### src/hw/rtl/dib_ram.sv
// generic single-write, single-read ram with registered read data
module dib_ram #(
   parameter int WIDTH = 8,
   parameter int DEPTH = 16
) (
   input  logic                     clock,
   input  logic                     wr_en,
   input  logic [$clog2(DEPTH)-1:0] wr_addr,
   input  logic [WIDTH-1:0]         wr_data,
   input  logic                     rd_en,
   input  logic [$clog2(DEPTH)-1:0] rd_addr,
   output logic [WIDTH-1:0]         rd_data
);
   logic [WIDTH-1:0] mem_ff [DEPTH];
   logic [WIDTH-1:0] rd_data_ff;

   // write port
   always_ff @(posedge clock) begin
      if (wr_en) begin
         mem_ff[wr_addr] <= wr_data;
      end
   end

   // registered read port
   always_ff @(posedge clock) begin
      if (rd_en) begin
         rd_data_ff <= mem_ff[rd_addr];
      end
   end

   assign rd_data = rd_data_ff;
endmodule

### config.mk
export PLATFORM = sky130hd
export DESIGN_NAME = dib_ram
export DESIGN_NICKNAME = d
export VERILOG_FILES = /design/src/hw/rtl/dib_ram.sv
export SDC_FILE = /design/constraint.sdc
export NUM_CORES = 1
export LEC_CHECK = 0
export ABC_AREA = 1
export BUFFER_PORTS_ARGS = -buffer_cell sky130_fd_sc_hd__buf_2
export CORE_MARGIN = 2
export CORE_UTILIZATION = 50
export CTS_CLUSTER_DIAMETER = 50
export DETAILED_ROUTE_END_ITERATION = 16
export MAX_ROUTING_LAYER = met4
export PLACE_DENSITY = 0.7
export RECOVER_POWER = 100
export SLEW_MARGIN = 20
export SYNTH_ARGS = -nofsm -noshare
export SYNTH_HDL_FRONTEND = slang
export SYNTH_SLANG_ARGS = --single-unit
### constraint.sdc
create_clock -name clock -period 1.1 [get_ports clock]
set_input_delay 0.275 -clock clock [delete_from_list [all_inputs] [get_ports clock]]
set_output_delay 0.275 -clock clock [all_outputs]
set_load 0.01 [all_outputs]
**Word level (Yosys, flattened, before mapping)**

Memories as Yosys holds them, arrays and structs flattened. A register that Yosys moved wholly into a read port is not among the register bits.
Index checks and enable logic that the tools add are counted.

- RAM bits: 128
- Input port bits: 19
- Latch bits: 0
- Memories kept: 1
- Memory bits (read-only): 0
- Output and inout port bits: 8
- Register bits: 0

- Div/mod/pow operators: 0
- Shifts and indexed selects: 0
- Mux-type cells: 2
- $lt $le $gt $ge: 0
- Add/sub/neg operators: 0
- Reductions and logical operators: 0
- Eq/ne operators: 0
- Multiply operators: 0
- Bitwise gates (word level): 0

Memory list:

| memory | words | bits a word | rd ports | clocked after memory_dff | wr ports | RTL line | RTL |
|---|---|---|---|---|---|---|---|
| mem_ff | 16 | 8 | 1 | 1 | 1 | 14 | `logic [WIDTH-1:0] mem_ff [DEPTH];` |

Operators with widths:

| cell | count |
|---|---|
| two-way mux 1 bit | 2 |

**Depth between registers and ports, before layout**

- Depth in word-level cells: 2
- Gate-level depth with buffers: 8
- Mapped depth without buffers: 7

**Worst setup path after synthesis**

OpenSTA, ideal clock, no wires.

- Path kind: in2reg
- Start: input wr_addr[2]
- End: memory mem_ff[10][0], enable pin
- Data required time: 0.730 ns
- Slack: -0.126 ns
- Stages on the path: 2
- Arrival time: 0.856 ns
- Path through: nand3b_1 nor2_1

RTL lines:

| item | RTL line | RTL |
|---|---|---|
| start, declared | 8 | `input logic [$clog2(DEPTH)-1:0] wr_addr,` |
| end, declared | 14 |  |

No word-level cell before the write port.

**Worst setup path in the final report**

- Start: register rd_data_ff[6], in the netlist rd_data[6] (read register of mem_ff)
- End: output rd_data[6]

RTL lines:

| item | RTL line | RTL |
|---|---|---|
| start, declared | 15 | `logic [WIDTH-1:0] rd_data_ff;` |
| end, declared | 12 | `output logic [WIDTH-1:0] rd_data` |

No word-level cell between the ends.

==> reports/results.tsv <==
metric	value	unit
peakVddDrop	1.13	mV
routed_via_density	5.18	
area_growth	20.6	%
crit_type	flop to output pin	
fillers	916	
arrival	0.93	ns
port_buffers	26	
grt_pass1_wl	20600	µm
grt_pass1_vias	3918	
grt_max_degree	65	
clk_pin_slew	0.06	ns
num_vias	3904	
crit_chain	buf_2	
end_kind	output pin	
drt_iter0_markers	305	
rows	39	
ant_nets	0	
antenna_found_initial	0	
hold_depth	1	
min_to	rd_data[7]$_DFFE_PP_	
internal-power	9.62	mW
worstHoldStart	rd_en	
cts_tree	yes	
cp_top_family	flip-flops	
clkPwrFrac	0.454	
p_seq_frac	0.479	
period_share	1.10	
wire_per_inst	17.4	µm
cts_hold_buf	0	
dp_cells	724	
cp_slowest_stage_delay	0.37	ns
rr_worst_depth	6	
slew_headroom	0.388	
min_path_type	input port to flop	
regToRegEndpoint	rd_data[6]$_DFFE_PP_	
syn_area	0.00585	mm²
cts_buffers	17	
p_sw_frac	0.216	
finalHoldViolations	0	
core_area	0.0114	mm²
syn_avg_cell_area	10.6	µm²
r2r_slack	-0.03	ns
setup_viol	11	
syn_inst	551	
clock-sinks	136	
pwr-share-comb	0.067	
worst-path-buf-inv	1	
layout_setup_ws	-0.109	ns
worst_pin_slew	0.918	ns
crit_path_start_kind	flop	
slowest_stage	edfxtp_1	
skew	0.00786	ns
n_antenna_cell	0	
dieArea	0.0126	mm²
io_pins	27	
layout_commonest_cell	nand2_1	
multi_input_area	0.00149	mm²
start_util	0.512	
cellLeakagePower	3.01	nW
final.setup.tns	-0.772	ns
cp.required	0.82	ns
power_density	1740	mW/mm²
max_clock_freq	827	MHz
regArea	0.00408	mm²
post-cts-setup-buffer-count	0	
p_total	12.3	mW
die_h	112	µm
synth-seq-cells	136	
fin_nets	619	
synth_cell_type_count	11	
hpwl	8060	µm
drive_above_1_share	0.203	
clock_latency	0.42	ns
switchingPower	2.65	mW
ys_seq_area_frac	0.698	
instances_no_fill	754	
grt_use_total	0.226	
crit-reg2reg-launch	mem_ff[5][6]$_DFFE_PP_	
most-common-layout-cells	nand2_1, edfxtp_1, inv_1, nand3_1, nand3_2	
die_w	112	µm
min_period	1.21	ns
yosysWarningCount	0	
status	finished, violations left	
grt_setup_unrepaired	true	
routed_wl	13100	µm
ctsRootBufferMaster	clkbuf_16	
clockBufferDepth	2	
synth_nets	570	
drc	0	
gp_congestion	0.881	
cp_max_fo	1	
maxCapViolCount	0	
first_pass_iters	4	
violations	setup timing	
htreeDepth	4	
slew_viol_final	0	
overflow	0	
-- area by class of cell --
| type | instances | area share |
|---|---|---|
| flip-flops and latches | 136 | 0.579 |
| multi-input cells | 289 | 0.212 |
| repair buffers | 54 | 0.0465 |
| clock buffers | 18 | 0.0609 |
| clock inverters | 12 | 0.0220 |
| inverters | 102 | 0.0543 |
| well taps | 143 | 0.0254 |
-- synth_stat cells, drive strengths merged --
| cell | n | area [µm²] |
|---|---|---|
| nand3 | 97 | 485 |
| edfxtp | 136 | 4080 |
| nand3b | 2 | 15.0 |
| nand2 | 173 | 649 |
| buf | 24 | 166 |
| nor2 | 17 | 63.8 |
| inv | 102 | 383 |
-- through the flow --
stage	hold slack [ns]	setup slack [ns]	util	cell area, µm²
floorplan	0.374	-0.126	-	5860
global placement	0.636	-0.380	0.550	6280
detailed placement	0.637	-0.428	0.550	6280
CTS	0.204	-0.132	0.613	7000
global route	0.328	-0.148	0.618	7050
finish	0.296	-0.109	0.618	7050
-- cell families after synthesis --
kind of cell,Yosys count,share of synthesized area
buffers and inverters,126,0.0939
DFF,136,0.698
and+or+nand+nor,289,0.208
-- flip-flops by register name, indices dropped and copies added, names as in the netlist --
signal,count
mem_ff,128
rd_data,8
-- worst register-to-register path: stages, from the launching register on --
cell and delay (ns):
edfxtp_1 0.36, inv_1 0.07, nand2_2 0.08, nand3_4 0.11, nand3_4 0.11, nand3_4 0.10
nand2_2 0.06
-- routing by layer --
layer	up-vias	GRT usage	routed length (µm)
li1	1878	-	-
met1	1868	0.290	5300
met2	131	0.350	6530
met3	27	0.0502	926
met4	0	0.0951	387
met5	-	-	0
-- timing repair --
item,4_1_cts,5_1_grt
endpoints found under the setup margin,16,16
gates cloned,0,0
gates resized for setup,28,28
pin swaps,6,31
-- worst max path at each step --
stage,slack (ns),start,cells past startpoint,to
floorplan,-0.13,wr_addr[2],2,mem_ff[10][0]$_DFFE_PP_
global placement,-0.38,rd_addr[0],7,rd_data[6]$_DFFE_PP_
detailed placement,-0.43,rd_addr[0],7,rd_data[6]$_DFFE_PP_
CTS,-0.13,rd_data[6]$_DFFE_PP_,1,rd_data[6]
global route,-0.15,rd_data[0]$_DFFE_PP_,1,rd_data[0]
finish,-0.11,rd_data[6]$_DFFE_PP_,1,rd_data[6]
-- power groups by stage --
stage / clock network [mW] / registers, mW / logic, mW
CTS: 5.64 / 5.87 / 0.791
floorplan: 0 / 5.99 / 0.415
global placement: 0 / 5.97 / 0.727
finish: 5.57 / 5.87 / 0.825
global route: 5.84 / 5.88 / 0.900
detailed placement: 0 / 5.98 / 0.744
(Power assumes the default switching activity.)
