==> config.mk <==
export PLATFORM = sky130hd
export DESIGN_NAME = dib_hash
export DESIGN_NICKNAME = d
export VERILOG_FILES = /design/src/hw/rtl/dib_pkg.sv /design/src/hw/rtl/dib_hash.sv
export SDC_FILE = /design/constraint.sdc
export NUM_CORES = 1
export LEC_CHECK = 0
export BUFFER_PORTS_ARGS = -buffer_cell sky130_fd_sc_hd__buf_4
export CORE_ASPECT_RATIO = 0.8
export CORE_MARGIN = 2
export CORE_UTILIZATION = 60
export CTS_CLUSTER_SIZE = 28
export DETAILED_ROUTE_END_ITERATION = 16
export PLACE_DENSITY = 0.89
export SETUP_SLACK_MARGIN = 0.2
export SLEW_MARGIN = 10
export SYNTH_ARGS = -nofsm -noshare
export SYNTH_HDL_FRONTEND = slang
export SYNTH_SLANG_ARGS = --single-unit
==> constraint.sdc <==
create_clock -name clock -period 7.1 [get_ports clock]
set_input_delay 0.355 -clock clock [delete_from_list [all_inputs] [get_ports clock]]
set_output_delay 0.355 -clock clock [all_outputs]
set_load 0.1 [all_outputs]
==> src/hw/rtl/dib_pkg.sv <==
// shared types and constants of the dictionary index builder
package dib_pkg;
   localparam logic [31:0] FNV_BASIS = 32'h811c9dc5;
   localparam logic [31:0] FNV_PRIME = 32'h01000193;
   localparam int VALUE_W  = 64;
   localparam int DINDEX_W = 12;
   localparam int IWIDTH_W = 4;
   localparam int NBYTES_W = 4;
   localparam int EPOCH_W  = 8;
   // bucket count is a power of two, so the bucket is the low hash bits
   localparam int BUCKET_COUNT = 1024;
   localparam int BUCKET_W     = $clog2(BUCKET_COUNT);

   typedef enum logic [1:0] {
      HS_IDLE,
      HS_BYTES
   } hash_state_type;

   typedef enum logic [2:0] {
      ST_CLEAR,
      ST_IDLE,
      ST_HASH,
      ST_HEAD,
      ST_ENTRY,
      ST_MISS,
      ST_FINISH
   } core_state_type;
endpackage

==> src/hw/rtl/dib_hash.sv <==
// serial fnv-1a hash, one byte a cycle, bucket taken from the low hash bits
module dib_hash (
   input  logic                            clock,
   input  logic                            reset,
   input  logic                            start,
   input  logic [dib_pkg::VALUE_W-1:0]     value,
   input  logic [dib_pkg::NBYTES_W-1:0]    nbytes,
   output logic                            done,
   output logic [dib_pkg::BUCKET_W-1:0]    bucket
);
   dib_pkg::hash_state_type state_ff, state_in;
   logic [dib_pkg::VALUE_W-1:0]  v_ff, v_in;
   logic [dib_pkg::NBYTES_W-1:0] n_ff, n_in;
   logic [dib_pkg::NBYTES_W-1:0] cnt_ff, cnt_in;
   logic [31:0]                  h_ff, h_in;
   logic                         done_ff, done_in;
   logic [31:0]                  mix;

   // state and datapath registers
   always_ff @(posedge clock) begin
      if (reset) begin
         state_ff <= dib_pkg::HS_IDLE;
         done_ff  <= 1'b0;
      end else begin
         state_ff <= state_in;
         done_ff  <= done_in;
      end
      v_ff   <= v_in;
      n_ff   <= n_in;
      cnt_ff <= cnt_in;
      h_ff   <= h_in;
   end

   // one multiply per byte
   always_comb begin
      state_in = state_ff;
      v_in     = v_ff;
      n_in     = n_ff;
      cnt_in   = cnt_ff;
      h_in     = h_ff;
      done_in  = 1'b0;
      mix      = (h_ff ^ {24'd0, v_ff[7:0]}) * dib_pkg::FNV_PRIME;
      case (state_ff)
         dib_pkg::HS_IDLE: begin
            if (start) begin
               v_in     = value;
               n_in     = nbytes;
               cnt_in   = '0;
               h_in     = dib_pkg::FNV_BASIS;
               state_in = dib_pkg::HS_BYTES;
            end
         end
         dib_pkg::HS_BYTES: begin
            h_in   = mix;
            v_in   = v_ff >> 8;
            cnt_in = cnt_ff + 1'b1;
            if (cnt_ff == n_ff - 1'b1) begin
               done_in  = 1'b1;
               state_in = dib_pkg::HS_IDLE;
            end
         end
         default: begin
            state_in = dib_pkg::HS_IDLE;
         end
      endcase
   end

   assign done   = done_ff;
   assign bucket = h_ff[dib_pkg::BUCKET_W-1:0];
endmodule

=== Word-level counts from Yosys, hierarchy flattened ===
Index checks and enable logic that the tools add are counted.

* Register bits after elaboration: 107
* Input port bits: 71
* Output and inout bits: 11
* Logic and storage cells: 31

* Add/subtract/negate cells: 2
* Multiply operators: 1
* Equal/unequal tests: 4
* Multiplexer cells: 10
* Bitwise operators: 2
* Reduce and logical (&&, ||, !) cells: 6

{| class="wikitable"
|+ Operators by type and width
! cell !! number
|-
| one-hot mux 64 bit (2 select lines) || 1
|-
| 2-to-1 mux 64 bit || 1
|-
| one-hot mux 32 bit (2 select lines) || 1
|-
| multiplier 32 x 25 -> 32 bit (second input constant) || 1
|-
| 2-to-1 mux 32 bit || 1
|-
| bitwise XOR 32 x 8 -> 32 bit || 1
|-
| one-hot mux 4 bit (2 select lines) || 1
|-
| AND reduction 2 bit || 3
|-
| adder 4 x 1 -> 4 bit (second input constant) || 1
|-
| == test 4 bit || 1
|-
| 2-to-1 mux 2 bit || 2
|-
| 2-to-1 mux 4 bit || 1
|-
| inequality test 2 bit (second input constant) || 2
|-
| one-hot mux 2 bit (2 select lines) || 1
|-
| subtractor 4 x 1 -> 4 bit (second input constant) || 1
|-
| == test 2 x 1 -> 1 bit (second input constant) || 1
|-
| logical NOT 2 bit || 1
|-
| nonzero test 2 bit || 1
|-
| OR reduction 2 bit || 1
|-
| 2-to-1 mux 1 bit || 1
|-
| NOT 1 bit || 1
|}

=== Depth between registers and ports, before layout ===
* Depth after elaboration: 4
* Gate-level depth with buffers: 14
* Gate-level depth less buffers: 14

=== Least setup slack after synthesis ===
Ideal clock, no wire load.

* Path kind: reg2reg
* Start point: reg h_ff[1]
* End point: reg h_ff[9] (data pin)
* Setup time: 0.256 ns
* Data arrival time: 3.840 ns
* Required time: 6.844 ns
* Path slack: 3.003 ns
* Cell stages (with the launch flop): 14
* Path buffers: 0
* Period minus slack after synthesis: 4.097 ns
* Cells stage by stage: edfxtp_1 xnor2_1 inv_1 ha_1 ha_1 ha_1 ha_1 inv_1 fa_1 xor2_1 xnor3_1 xnor3_1 xor2_1 nor2_1

* Word-level cells in the longest chain between the ends: 3

{| class="wikitable"
|+ Ends and longest elaborated chain
! element !! line !! source
|-
| from (decl) || dib_hash.sv:15 || <nowiki>logic [31:0] h_ff, h_in;</nowiki>
|-
| from (signal assigned) || dib_hash.sv:31 || <nowiki>h_ff <= h_in;</nowiki>
|-
| bitwise XOR 32 x 8 -> 32 bit || dib_hash.sv:42 || <nowiki>mix = (h_ff ^ {24'd0, v_ff[7:0]}) * dib_pkg::FNV_PRIME;</nowiki>
|-
| multiplier 32 x 25 -> 32 bit || dib_hash.sv:42 ||
|-
| one-hot mux 32 bit (2 select lines) || dib_hash.sv:43 || <nowiki>case (state_ff)</nowiki>
|}

Every way passes these cells.
A chain may end at the register's enable or synchronous reset.

=== Final worst setup path ===
* Start point: reg v_ff[1] (netlist bit)
* End point: reg h_ff[9] (data pin)

* Word-level cells in the longest chain between the ends: 3

{| class="wikitable"
|+ Ends and longest elaborated chain
! element !! line !! source
|-
| from (decl) || dib_hash.sv:12 || <nowiki>logic [dib_pkg::VALUE_W-1:0] v_ff, v_in;</nowiki>
|-
| from (signal assigned) || dib_hash.sv:28 || <nowiki>v_ff <= v_in;</nowiki>
|-
| bitwise XOR 32 x 8 -> 32 bit || dib_hash.sv:42 ||
|-
| multiplier 32 x 25 -> 32 bit || dib_hash.sv:42 ||
|-
| one-hot mux 32 bit (2 select lines) || dib_hash.sv:43 ||
|}

Every way passes these cells.

==> summary.txt <==
Floorplan
  • Core area: 6890 µm²
  • Die ar.: 7810 µm²
  • DIE HEIGHT: 79.4 µm
  • Row count: 27
  • Chip Width: 98.3 µm
  • Initial Utilization: 61.9%
  • Ports: 82

Clock tree
  • Clk_lat worst skew: 0.35 ns
  • CTS max path bufs: 2
  • Post-cts sizing count: 0
  • Inserted Clock Buffers: 9
  • Reg clk slew, reported paths: 0.09 ns
  • H-tree depth: 3
  • CTS sink count: 84
  • Post-CTS Setup Bufs: 0
  • CTS tree: built
  • CTS Root Cell: clkbuf_8
  • Hold-fix buffers, CTS: 0

Route
  • Total number of vias: 2,372
  • ANT nets after route: 0
  • DR WL/cell: 16.2 µm
  • Routed vias/inst: 5.22
  • Final wirelength: 7370 µm
  • Initial drt markers: 91
  • DR DRC count: 0
  • Initial DRT Pass Iterations: 4

Timing
  • Total negative setup slack: 0 ns
  • Fmax: 0.268 GHz
  • Worst hold slack: 0.159 ns
  • Slew Viols, Final: 0
  • Slew of the pin with the lowest slew margin: 0.997 ns
  • Crit share post-route: 52.6%
  • RSZ-0062 raised after global routing: no
  • Skew final: 0.00928 ns
  • Final min period: 3.73 ns
  • Final hold vios: 0
  • Final-report setup violation count: 0
  • Rel. slew slack: 33.5%

Run
  • Max Cap Viol: 0

Synthesis
  • Post-synth EDFFs: 82
  • Synth top cells by count: edfxtp_1 (82), mux2_2 (54), ha_1 (33)
  • Post-synthesis mux area share: 15.0%
  • Top FF cell, synth: edfxtp_1
  • Sequential share of the synthesized area: 58.6%
  • Most common cell in the netlist: edfxtp_1
  • Ys async rst share: 0%
  • Mean Syn Cell Area: 15.4 µm²
  • Main combinational cell family by area after synthesis: multiplexers
  • Mapped Cells: 278
  • Top cells by area, synth: edfxtp_1 (58%), mux2_2 (14%), ha_1 (9.7%)
  • Post-synth cell types: 27
  • Adder-Cell Fraction of Synth Area: 11.1%
  • Post-Syn Nets: 385
  • Post-synth top area share: 57.7%
  • Synth Cell Area: 4270 µm²
  • Leading area contributor after synthesis: edfxtp_1
  • #FFs+latches synth: 84
  • Synth warn: 0
  • Simple-gate share of the synthesized area: 4.22%
  • Post-Synth XOR/XNOR Area: 7.30%
  • Synth Area in Compound Gates: 1.20%

Layout
  • Nets: 469
  • Share of cells above drive strength 1: 42.5%
  • Design Area, Final: 5160 µm²
  • Layout area overhead: 21.0%
  • Diode count: 0

Setup path
  • CP Cell Sequence: xnor2_1, inv_1, ha_1, ha_1, ha_1, ha_1, inv_1, fa_1, xor2_1, xnor3_1, xnor3_1, xor2_1, nor2_1
  • Crit start category: flop
  • Worst path bufs/invs: 2
  • CP max FO: 3
  • Worst-path cell with the longest stage delay: fa_1
  • Critical path's most frequent cell: ha_1
  • CP required: 7.21 ns
  • R2R setup slack: 3.37 ns
  • Critical Path Sink Type: flop
  • Crit-path max cell delay: 0.43 ns
  • Critical path class: flop to flop
  • Worst EP arrival: 3.85 ns
  • Kind of cell adding the most delay to the critical path: adder cells

Global route
  • First-pass GRT wire length: 11,700 µm
  • Antenna violations before repair: 0
  • Largest net degree at the start of global routing: 79
  • GRT Residual Overflow: 0
  • Vias in the first global route: 2,400
  • Gr usage total: 19.7%

Power
  • Final total power: 2340 µW
  • Static Leak: 0.00215 µW
  • Pwr dens: 453 nW/µm²
  • Max rail drop VDD: 0.366 mV

Placement
  • Placed instance area: 4960 µm²
  • Placer Congestion: 0.860
  • Hpwl dp: 5160 µm
  • Input/output buffers: 81

Run status
  • Status: finished clean

Hold path
  • HP Class: input port to flop
==> final cells by class <==
type / instances / area, µm²
multi-input combinational: 166 / 1660
clock inverter: 7 / 81.3
tap: 87 / 109
timing repair buffer: 82 / 616
fill: 454 / 1730
clock buffer: 9 / 124
inverter: 19 / 71.3
sequential: 84 / 2510
==> where the power goes <==
part	internal, µW	leakage [µW]	total [µW]	switching, µW
clock network	169	0.000107	352	184
registers	649	0.000841	692	43.7
logic	598	0.00120	1290	696
total	1420	0.00215	2340	923
==> cell usage in the layout, fill, tap and decap left out, drive strengths merged <==
master  synthesis  routed
and2            4       4
edfxtp         82      82
nand2b          2       2
o21ai           1       1
dfxtp           2       2
inv            19      23
nor2            9       9
mux2           57      57
ha             33      33
clkbuf          3       9
buf             6      82
nor3            3       3
xnor2          16      16
fa              3       3
a21o            2       2
or2             1       1
a21oi           4       4
clkinv          0       2
xnor3           3       3
nand3           2       2
nor2b           9       9
bufinv          0       1
nand2           4       4
nor4            1       1
xor2           11      11
o21bai          1       1
==> cells by family (layout without fill, tap and decap cells) <==
family	Yosys count	count (layout)
DFF	84	84
and+or+nand+nor	35	35
muxes	57	57
AOI/OAI and AO/OA	8	8
xor gates and xnor gates	30	30
buffers and inverters	28	117
adders and majority gates	36	36
==> metrics by stage <==
step                      worst slack, ns  util (%)  instances
after CTS                            3.33      74.9        454
after detailed placement             3.35      72.0        438
after floorplan                      3.00         -        278
after global placement               3.52      72.0        438
after global routing                 3.12      74.9        454
final                                3.37      74.9        454
==> final timing paths <==
path | depth (start not counted) | startpoint | endpoint
min | 2 | reset | done
max reg2reg | 13 | v_ff[1] | h_ff[9]
max | 13 | v_ff[1] | h_ff[9]
min reg2reg | 1 | v_ff[29] | v_ff[21]
==> state kept, by name, summed over array words and instances, names as in the netlist <==
signal	count
h_ff	10
cnt_ff	4
n_ff	4
done	1
v_ff	64
state_ff	1
==> layer usage <==
layer / global-route usage, % / vias up / wire length, µm
li1: - / 1177 / -
met1: 24.8 / 1125 / 3130
met2: 32.7 / 61 / 3660
met3: 6.83 / 9 / 490
met4: 6.16 / 0 / 97
met5: 0 / - / 0
Power figures use the tool's default switching activity.
